--- src/rtl/salc_pkg.sv ---
`timescale 1ns / 1ps
// ----------------------------------------------------------------------------
// salc_pkg
// Shared types, constants and field positions of the LRU cache model.
// ----------------------------------------------------------------------------
package salc_pkg;

    localparam int SETS_DEF            = 64;
    localparam int WAYS_DEF            = 8;
    localparam int MAX_OFFSET_BITS_DEF = 12;

    localparam int ADDR_W       = 64;
    localparam int KEY_W        = 64;
    localparam int SET_FIELD_W  = 7;
    localparam int CFG_IDX_W    = 2;
    localparam int CFG_DATA_W   = 4;
    localparam int CNT_W        = 32;
    localparam int RES_W        = 22;

    localparam int OUT_HIT_BIT    = 0;
    localparam int OUT_EVICT_BIT  = 1;
    localparam int OUT_WB_BIT     = 2;
    localparam int OUT_HITS_LSB   = 3;
    localparam int OUT_MISS_LSB   = OUT_HITS_LSB + CNT_W;
    localparam int OUT_EVCT_LSB   = OUT_MISS_LSB + CNT_W;
    localparam int OUT_RES_LSB    = OUT_EVCT_LSB + CNT_W;
    localparam int OUT_WBB_LSB    = OUT_RES_LSB + RES_W;
    localparam int OUT_USED_W     = OUT_WBB_LSB + CNT_W;
    localparam int OUT_DATA_W     = ((OUT_USED_W + 7) / 8) * 8;

    localparam logic [2:0] CFG_SET_BITS_RST = 3'd0;
    localparam logic [3:0] CFG_OFF_BITS_RST = 4'd4;
    localparam logic [3:0] CFG_WAYS_RST     = 4'd8;

    typedef enum logic [CFG_IDX_W-1:0] {
        CFG_SET_INDEX_BITS    = 2'd0,
        CFG_BLOCK_OFFSET_BITS = 2'd1,
        CFG_WAYS_IN_USE       = 2'd2
    } t_cfg_idx;

    typedef struct packed {
        logic hit;
        logic evicted;
        logic wb;
        logic dirty_inc;
        logic dirty_dec;
    } t_upd_flags;

endpackage

--- src/rtl/salc_way_update.sv ---
`timescale 1ns / 1ps
// ----------------------------------------------------------------------------
// salc_way_update
// Tag match, victim choice and LRU rank update for one set row.
// ----------------------------------------------------------------------------
module salc_way_update
    import salc_pkg::*;
#(
    parameter int WAYS = WAYS_DEF
) (
    input  logic [WAYS-1:0]                                i_valid,
    input  logic [WAYS-1:0]                                i_dirty,
    input  logic [WAYS*((WAYS > 1) ? $clog2(WAYS) : 1)-1:0] i_rank,
    input  logic [WAYS*KEY_W-1:0]                          i_tag,
    input  logic [KEY_W-1:0]                               i_key,
    input  logic                                           i_store,
    input  logic [$clog2(WAYS+1)-1:0]                      i_nways,
    output logic [WAYS-1:0]                                o_valid,
    output logic [WAYS-1:0]                                o_dirty,
    output logic [WAYS*((WAYS > 1) ? $clog2(WAYS) : 1)-1:0] o_rank,
    output logic [WAYS*KEY_W-1:0]                          o_tag,
    output t_upd_flags                                     o_flags
);

    localparam int RW = (WAYS > 1) ? $clog2(WAYS) : 1;
    localparam int WW = RW;

    logic [WAYS-1:0] active;
    logic [WAYS-1:0] hit_vec;
    logic [WAYS-1:0] inv_vec;
    logic [WW-1:0]   hit_sel;
    logic [WW-1:0]   inv_sel;
    logic [WW-1:0]   lru_sel;
    logic [WW-1:0]   sel;
    logic [RW-1:0]   best_rank;
    logic [RW-1:0]   old_rank;
    logic            hit;
    logic            found;
    logic            sel_dirty;

    always_comb begin
        for (int w = 0; w < WAYS; w++) begin
            active[w]  = (w < int'(i_nways));
            hit_vec[w] = active[w] & i_valid[w] & (i_tag[w*KEY_W +: KEY_W] == i_key);
            inv_vec[w] = active[w] & ~i_valid[w];
        end
    end

    always_comb begin
        hit_sel   = '0;
        inv_sel   = '0;
        for (int w = WAYS - 1; w >= 0; w--) begin
            if (hit_vec[w]) begin
                hit_sel = WW'(w);
            end
            if (inv_vec[w]) begin
                inv_sel = WW'(w);
            end
        end
        lru_sel   = '0;
        best_rank = i_rank[0 +: RW];
        for (int w = 1; w < WAYS; w++) begin
            if (active[w] && (i_rank[w*RW +: RW] > best_rank)) begin
                lru_sel   = WW'(w);
                best_rank = i_rank[w*RW +: RW];
            end
        end
    end

    assign hit   = |hit_vec;
    assign found = |inv_vec;

    always_comb begin
        if (hit) begin
            sel      = hit_sel;
            old_rank = i_rank[hit_sel*RW +: RW];
        end else if (found) begin
            sel      = inv_sel;
            old_rank = RW'(WAYS - 1);
        end else begin
            sel      = lru_sel;
            old_rank = best_rank;
        end
    end

    assign sel_dirty = i_dirty[sel];

    always_comb begin
        o_valid = i_valid;
        o_dirty = i_dirty;
        o_tag   = i_tag;
        o_rank  = i_rank;
        for (int v = 0; v < WAYS; v++) begin
            if (active[v] && (v != int'(sel)) && i_valid[v]
                && (i_rank[v*RW +: RW] < old_rank)) begin
                o_rank[v*RW +: RW] = i_rank[v*RW +: RW] + RW'(1);
            end
        end
        o_rank[sel*RW +: RW] = '0;
        if (!hit) begin
            o_valid[sel]                = 1'b1;
            o_tag[sel*KEY_W +: KEY_W]   = i_key;
            o_dirty[sel]                = i_store;
        end else if (i_store) begin
            o_dirty[sel] = 1'b1;
        end
    end

    always_comb begin
        o_flags.hit       = hit;
        o_flags.evicted   = ~hit & ~found;
        o_flags.wb        = ~hit & ~found & sel_dirty;
        o_flags.dirty_inc = i_store & ((~hit & found) | ~sel_dirty);
        o_flags.dirty_dec = ~hit & ~found & ~i_store & sel_dirty;
    end

endmodule

--- config.mk ---
export PLATFORM = sky130hd
export DESIGN_NAME = salc_way_update
export DESIGN_NICKNAME = d
export VERILOG_FILES = /design/src/rtl/salc_pkg.sv /design/src/rtl/salc_way_update.sv
export SDC_FILE = /design/constraint.sdc
export NUM_CORES = 1
export LEC_CHECK = 0
export ABC_AREA = 1
export BUFFER_PORTS_ARGS = -buffer_cell sky130_fd_sc_hd__buf_2
export CORE_AREA = 2 2 454 456
export DETAILED_ROUTE_END_ITERATION = 10
export DIE_AREA = 0 0 456 458
export PLACE_DENSITY = 0.37
export SLEW_MARGIN = 20
export SYNTH_ARGS = -nofsm -noshare
export SYNTH_HDL_FRONTEND = slang
export SYNTH_SLANG_ARGS = --single-unit
--- constraint.sdc ---
create_clock -name vclk -period 13.6
set_input_delay 1.36 -clock vclk [all_inputs]
set_output_delay 1.36 -clock vclk [all_outputs]
set_load 0.1 [all_outputs]
[Word-level counts from Yosys, hierarchy flattened]
Cells that the tools add are included.
W data, S select, Z words.
Storage, ports and cells
  register bits after elaboration: 0
  input port bits: 621
  output and inout port bits: 557
  logic and storage cells: 190
Cells by class
  add/sub/neg operators: 10
  $mul: 2
  magnitude comparators: 25
  equal/unequal tests: 15
  shift-type cells: 5
  multiplexer cells: 53
  bitwise operators: 45
  reduce and logical (&&, ||, !) cells: 35
Operator list (number)
  $bwmux W512: 1
  $eq A64 B64 Y1: 8
  $mux W512: 1
  $shift A64 B34 Y512 const A: 1
  $shiftx A64 B34 Y512: 1
  $mux W3: 41
  $neg A5 Y34: 1
  $neg A9 Y34: 1
  $shift A3 B34 Y24 const A: 1
  $shiftx A3 B34 Y24 const A: 1
  $logic_and A1 B1 Y1: 32
  $and A1 B1 Y1: 30
  $add A3 B1 Y3 const B: 8
  $bwmux W24: 1
  $lt A3 B3 Y1: 8
  $mux W8: 3
  $shiftx A24 B6 Y3: 1
  $gt A3 B3 Y1: 7
  $lt A3 B4 Y1 const A: 4
  $or A8 B8 Y8: 2
  $reduce_or A8 Y1: 2
  $ne A3 B3 Y1 const A: 4
  $not A1 Y1: 12
  $mul A3 B2 Y5 const B: 2
  12 further kinds: 17

[Depth between registers and ports, before layout]
Gate-level depths: netlist of run 1.
  depth after elaboration: 30
  mapped depth: 67
  gate-level depth less buffers: 66

[Worst setup path before layout of run 1]
Ideal clock, no wire load.
  kind: input port to output port
  start: input i_rank[2] (netlist bit)
  end: output o_tag[141]
  arrival time: 12.084 ns
  data required time: 12.240 ns
  slack: 0.156 ns
  stages on the path: 61
  buffers on the path: 5
  path through: inv_1 -> ha_1 -> a21oi_1 -> nand2_1 -> nand2_4 -> o21ai_0 -> ha_1 -> nor2_1 -> or2_2 -> nand3_1 -> nand3_1 -> nand2_2 -> nand2_1 -> o21ai_0 -> ha_1 -> or2_2 -> o22ai_1 -> inv_1 -> (+25 left out) -> o21ai_0 -> ha_1 -> a21oi_1 -> o21ai_0 -> nand3_1 -> nand2_1 -> a21oi_4 -> buf_2 -> clkbuf_1 -> ha_1 -> ha_1 -> buf_2 -> nor2_1 -> inv_1 -> clkbuf_1 -> nor2_4 -> clkbuf_1 -> o21ai_0
On the way
  longest elaborated chain between the ends: 27
  elaborated cells on any way between the ends: 34
Ends and longest elaborated chain
  from (decl): RTL line salc_way_update.sv:13  | input logic [WAYS*((WAYS > 1) ? $clog2(WAYS) : 1)-1:0] i_rank,
  $gt A3 B3 Y1: RTL line salc_way_update.sv:63  | if (active[w] && (i_rank[w*RW +: RW] > best_rank)) begin
  $logic_and A1 B1 Y1: RTL line salc_way_update.sv:63
  $mux W3: RTL line salc_way_update.sv:63
  $gt A3 B3 Y1: RTL line salc_way_update.sv:63
  $logic_and A1 B1 Y1: RTL line salc_way_update.sv:63
  $mux W3: RTL line salc_way_update.sv:63
  $gt A3 B3 Y1: RTL line salc_way_update.sv:63
  $logic_and A1 B1 Y1: RTL line salc_way_update.sv:63
  (+11 left out)
  $logic_and A1 B1 Y1: RTL line salc_way_update.sv:63
  $mux W3 (*): RTL line salc_way_update.sv:63
  $mux W3 (*): RTL line salc_way_update.sv:77  | end else if (found) begin
  $mux W3 (*): RTL line salc_way_update.sv:74  | if (hit) begin
  $neg A9 Y34 (*): RTL line salc_way_update.sv:102  | o_tag[sel*KEY_W +: KEY_W] = i_key;
  $shiftx A64 B34 Y512 or $shift A64 B34 Y512 (tied branches): RTL line salc_way_update.sv:102
  $bwmux W512 (*): RTL line salc_way_update.sv:102
  $mux W512 (*): RTL line salc_way_update.sv:100  | if (!hit) begin
  to (decl): RTL line salc_way_update.sv:21  | output logic [WAYS*KEY_W-1:0] o_tag,
Every way passes the cells marked *; elsewhere a longest branch is shown, timed or not.

[Worst setup path in the final report of run 1]
  start: input i_rank[1] (netlist bit)
  end: output o_tag[357]
Same word-level chain as after synthesis.

==> impl_metrics.env, run 1 <==
export IMPL_preCtsSetupSlack_ns=-0.0429
export IMPL_max_clock_freq_ghz=0.0780
export IMPL_die_w_um=456
export IMPL_run_status="completed"
export IMPL_grt_usage=0.313
export IMPL_num_fill_cells=23500
export IMPL_timing_slew_headroom=0.0848
export IMPL_dpl_cell_count=8321
export IMPL_seq_cell_count=0
export IMPL_yosys_area_top_type="nand2_1"
export IMPL_ant_nets=0
export IMPL_grt_overflow=0
export IMPL_drtPass1Iterations=8
export IMPL_start_util=0.100
export IMPL_worstMarginPinSlew_ns=1.36
export IMPL_grt_pass1_wl_mm=426
export IMPL_wirelength_mm=344
export IMPL_seq_area_um2=0
export IMPL_drv_cap=0
export IMPL_netlist_area_um2=20500
export IMPL_cp_end_kind="output port"
export IMPL_ir_drop_v=0.0000402
export IMPL_synth_area_leaders="nand2_1 18%, xor2_1 13%, o21ai_0 11%"
export IMPL_synthToLayoutAreaGrowth_pct=104
export IMPL_arrival_ns=11.45
export IMPL_fin_crit_sh=0.942
export IMPL_dp_hpwl_mm=298
export IMPL_setup_viol=0
export IMPL_die_height_um=458
export IMPL_yosys_top_cells_count="985 x nand2_1, 517 x nor2_1, 449 x o21ai_0"
export IMPL_fin_cells=8398
export IMPL_final_layout_size_suffix_gt1_frac=0.345
export IMPL_grt_max_degree=116
export IMPL_synth_nets=4728
export IMPL_crit_type="primary input to output port"
export IMPL_core_area_um2=204000
export IMPL_worstSetupStartpointType="primary input"
export IMPL_row_count=166
export IMPL_die_area_um2=209000
export IMPL_num_vias=39400
export IMPL_boundaryPins=1178
export IMPL_min_path_type="primary input to output port"
export IMPL_slowest_stage="o21ai_0"
export IMPL_setup_ws_ns=0.787
export IMPL_synth_area_per_cell_um2=5.04
export IMPL_drt_initial_drc_count=5058
export IMPL_stdcell_area_um2=41700
export IMPL_grt_pass1_vias=37900
export IMPL_maxSlewViolCount=0
export IMPL_leakagePower_uw=0.0200
export IMPL_crit_top_cell="nand2_1"
export IMPL_synthCells=4063
export IMPL_yosysMostFrequentCell="nand2_1"
export IMPL_num_clock_buffers=0
export IMPL_yosys_warnings=0
export IMPL_fin_nets=6303
export IMPL_netlist_area_leader_share=0.181
export IMPL_gp_congestion=1.05
export IMPL_cpPeakStageDelay_ns=0.59
export IMPL_crit_required_ns=12.24
export IMPL_portBuffers=1178
export IMPL_ys_types=54
export IMPL_hold_buffers=0
export IMPL_placed_area_um2=41400
export IMPL_final_util=0.205
export IMPL_final_min_clock_period_ns=12.81
export IMPL_power_density_nw_per_um2=86.8
export IMPL_drc_errors=0
export IMPL_vias_per_cell=4.69
export IMPL_post_drt_wl_per_cell_um=41.0
export IMPL_antenna_found_initial=131
export IMPL_ys_seq_area_frac=0
export IMPL_hold_viol=0
export IMPL_crit_fanout=59
[power by group]
group | internal (uW) | leakage (uW) | switching, uW | total, uW
Combinational | 1050 | 0.0200 | 2570 | 3620
Clock | 0.000480 | 0.000000471 | 0 | 0.000481
Sequential | 0 | 0 | 0 | 0
Total | 1050 | 0.0200 | 2570 | 3620
[kinds of logic (layout without fill, tap and decap cells)]
kind of cell | after synthesis | in the layout | synth area share
AOI/OAI and AO/OA | 668 | 668 | 0.170
other | 0 | 74 | 0
xor gates and xnor gates | 368 | 368 | 0.157
and+or+nand+nor | 2347 | 2347 | 0.515
buffers and inverters | 636 | 2209 | 0.131
adders and majority gates | 44 | 44 | 0.0269
[layer usage]
| layer | wire, um | vias to the layer above | GRT usage |
|---|---|---|---|
| met1 | 135000 | 19400 | 0.367 |
| met3 | 22700 | 691 | 0.0570 |
| met5 | 268 | - | 0 |
| li1 | - | 16800 | - |
| met4 | 26300 | 40 | 0.207 |
| met2 | 161000 | 2482 | 0.522 |
[area by class of cell]
type	instances	area, um^2	area share
Antenna cell	74	185	0.00444
Inverter	381	1430	0.0343
Multi-Input combinational cell	3427	18000	0.430
Tap cell	2688	3360	0.0806
Timing Repair Buffer	1828	18800	0.451
[stage by stage]
step | setup TNS [ns] | hold slack [ns] | total power, uW
after CTS | 0 | 3.16 | 3580
final | 0 | 3.16 | 3620
after global routing | -0.00402 | 3.17 | 3690
after global placement | -26.53 | 3.16 | 3590
after floorplan | 0 | 3.06 | 1760
after detailed placement | -0.0790 | 3.16 | 3560
[critical path, delay by kind of cell]
kind,cells,cell delay (ns)
and+or+nand+nor,32,3.60
adders and majority gates,9,2.62
AOI/OAI and AO/OA,11,1.95
buffers and inverters,14,1.82
[final timing paths]
check / start / endpoint / slack [ns] / cells after the start
max: i_rank[1] / o_tag[357] / 0.79 / 66
min: i_tag[414] / o_tag[414] / 3.16 / 4
[timing repair]
| action | CTS | global route |
|---|---|---|
| endpoints found under the hold margin | 0 | 0 |
| setup buffers | 0 | 2 |
| resized for setup | 2 | 40 |
| pin swaps | 0 | 2 |
| gates cloned | 0 | 1 |
| endpoints found under the setup margin | 2 | 536 |
[cell usage in the layout (no fill, tap or decap), types with 4 or more instances in the layout]
master / netlist / layout
xor2_1: 306 / 306
nand3b_1: 20 / 20
buf_4: 12 / 651
and3_1: 6 / 6
or4_1: 5 / 5
nand2_4: 1 / 7
inv_2: 5 / 6
o22ai_1: 10 / 10
buf_12: 0 / 532
inv_1: 372 / 371
nor2_1: 517 / 511
o21ai_2: 0 / 11
o2111ai_1: 7 / 7
nand3_2: 5 / 7
or2_2: 52 / 52
nor2_2: 0 / 5
a21oi_2: 2 / 4
nand2_1: 985 / 981
diode_2: 0 / 74
nor3b_1: 7 / 7
buf_2: 136 / 642
nand2_2: 12 / 10
o211ai_1: 11 / 11
a21oi_1: 79 / 77
nor4_1: 150 / 150
xnor2_1: 62 / 62
nor2_4: 5 / 6
nor4b_1: 12 / 12
ha_1: 44 / 42
o21ai_0: 449 / 430
o21ai_1: 95 / 103
nand4_1: 145 / 145
nor3_1: 98 / 98
nand3_1: 316 / 314
(Power assumes the default switching activity.)
==> inputs of run 2 (changes only) <==
Settings changed: ABC_AREA 1 to not set, CORE_AREA 2 2 454 456 to 2 2 455 457, DIE_AREA 0 0 456 458 to 0 0 457 459.
==> impl_metrics.env, run 2 <==
export IMPL_synth_area_leaders="mux2_4 26%, xor2_1 13%, xnor2_1 8.4%"
export IMPL_die_height_um=459
export IMPL_final_layout_size_suffix_gt1_frac=0.574
export IMPL_setup_viol=515
export IMPL_met3_length_mm=27.5
export IMPL_grt_pass1_vias=30500
export IMPL_synthToLayoutAreaGrowth_pct=118
export IMPL_die_w_um=457
export IMPL_hold_viol=0
export IMPL_dpl_cell_count=6714
export IMPL_die_area_um2=210000
export IMPL_final_common_cell="buf_2"
export IMPL_drc_errors=0
export IMPL_clkPwrFrac=0
export IMPL_crit_top_cell="ha_4"
export IMPL_netlist_area_um2=20600
export IMPL_wirelength_mm=339
export IMPL_synthCells=2649
export IMPL_num_fill_cells=22700
export IMPL_power_switching_uw=2880
export IMPL_maxSlewViolCount=0
export IMPL_fin_nets=4777
export IMPL_portBuffers=1178
export IMPL_swShare=0.663
export IMPL_post_drt_wl_per_cell_um=49.3
export IMPL_seq_cell_count=0
export IMPL_netlist_area_leader_share=0.261
export IMPL_synth_area_per_cell_um2=7.79
export IMPL_ant_nets=0
export IMPL_ys_types=102
export IMPL_yosys_warnings=0
export IMPL_drt_initial_drc_count=3223
export IMPL_cp_end_kind="output port"
export IMPL_ir_drop_v=0.0000509
export IMPL_fin_crit_sh=1.02
export IMPL_p_comb_frac=1.000
export IMPL_timing_slew_headroom=0.143
export IMPL_grt_pass1_wl_mm=403
export IMPL_arrival_ns=12.52
export IMPL_dp_hpwl_mm=292
export IMPL_seq_power_share=0
export IMPL_core_area_um2=206000
export IMPL_vias_per_cell=4.61
export IMPL_drtPass1Iterations=5
export IMPL_multiInputGateArea_um2=21700
export IMPL_seq_area_um2=0
export IMPL_crit_required_ns=12.24
export IMPL_yosys_top_cells_count="359 x mux2_4, 308 x xor2_1, 260 x o21ai_0"
export IMPL_highest_layer="met5"
export IMPL_m1WireLength_mm=148
export IMPL_met2WireLength_mm=146
export IMPL_worstMarginPinSlew_ns=1.28
export IMPL_preCtsSetupSlack_ns=-0.819
export IMPL_fin_cells=6862
export IMPL_yosys_area_top_type="mux2_4"
export IMPL_num_clock_buffers=0
export IMPL_layout_common_cells="625 x buf_2, 600 x buf_12, 378 x mux2_4, 361 x buf_4, 308 x xor2_1"
export IMPL_final_min_clock_period_ns=13.88
export IMPL_cpPeakStageDelay_ns=0.44
export IMPL_rsz0062_at_grt="true"
export IMPL_crit_type="primary input to output port"
export IMPL_max_clock_freq_ghz=0.0720
export IMPL_power_internal_uw=1460
export IMPL_drv_cap=0
export IMPL_grt_usage=0.304
export IMPL_min_path_type="primary input to output port"
export IMPL_gp_congestion=0.962
export IMPL_grt_overflow=0
export IMPL_row_count=167
export IMPL_leakagePower_uw=0.0189
export IMPL_violations="negative setup slack"
export IMPL_power_uw=4340
export IMPL_slowest_stage="or4_4"
export IMPL_crit_fanout=7
export IMPL_antenna_found_initial=207
export IMPL_worstSetupStartpointType="primary input"
export IMPL_ys_seq_area_frac=0
export IMPL_synth_nets=3314
export IMPL_power_density_nw_per_um2=96.3
export IMPL_yosysMostFrequentCell="mux2_4"
export IMPL_run_status="finished with violations"
export IMPL_setup_ws_ns=-0.283
export IMPL_grt_max_degree=65
export IMPL_num_vias=31600
export IMPL_start_util=0.100
export IMPL_boundaryPins=1178
-- run 2: cell types whose count changed in the layout (fill, tap and decap cells not counted), moves of 103 or more --
cell	previous run	this run
xnor2_1	62	199
nand2_1	981	169
nor2_1	511	59
buf_4	651	361
o21ai_4	0	103
inv_1	371	62
nand3_1	314	68
mux2_4	0	378
o21ai_0	430	124
-- run 2: power groups by stage --
| stage | Sequential [uW] | Clock [uW] | Combinational (uW) |
|---|---|---|---|
| after floorplan | 0 | 0 | 2200 |
| after global placement | 0 | 0 | 4080 |
| after detailed placement | 0 | 0 | 4070 |
| after CTS | 0 | 0 | 4240 |
| after global routing | 0 | 0.000331 | 4410 |
| final | 0 | 0.000353 | 4340 |
-- run 2: logic make-up (layout without fill, tap and decap cells) --
kind of cell,after synthesis,in the layout,share of synthesized area
buffers and inverters,283,1744,0.0700
multiplexers,408,408,0.287
other,0,48,0
adder cells (fa/ha/maj),44,44,0.0267
AO/OA/AOI/OAI,460,460,0.137
AND/OR/NAND/NOR,946,946,0.264
XOR/XNOR,508,508,0.216
-- run 2: worst paths after layout --
kind | start | to | slack [ns] | cells after the start
setup / recovery | i_rank[2] | o_tag[204] | -0.28 | 60
hold / removal | i_store | o_flags[0] | 3.14 | 3
-- run 2: worst max-delay path, delay by kind of cell --
kind	cells	cell delay (ns)
compound gates	21	3.95
simple gates	19	3.19
fa+ha+maj	8	1.90
buf+inv	9	1.09
mux	3	0.97
-- run 2: repair_timing --
item	in CTS	in global routing
setup buffers	49	23
gates resized for setup	197	115
gates cloned	15	19
hold buffers	0	0
setup endpoints to repair	542	552
pin swaps	35	36
-- run 2: cell type report --
type | count | area share
tap | 2704 | 0.0751
multi-input combinational | 2366 | 0.481
timing repair buffer | 1678 | 0.435
inverter | 66 | 0.00569
antenna | 48 | 0.00266
-- run 2: layer usage --
metal | global-route usage | vias up
met1 | 0.400 | 16300
met5 | 0 | -
met2 | 0.470 | 1979
met3 | 0.0800 | 532
met4 | 0.118 | 80
li1 | - | 12700
-- run 2: metrics by stage --
stage          hold slack [ns]   util  instance area (um^2)  TNS [ns]
6_report                  3.14  0.219                 45100    -78.43
5_1_grt                   3.15  0.219                 45000   -341.32
4_1_cts                   3.14  0.214                 44000    -71.18
3_5_place_dp              3.14  0.206                 42300   -245.03
3_3_place_gp              3.14  0.206                 42300   -250.07
2_1_floorplan             2.83      -                 22700    -20.37
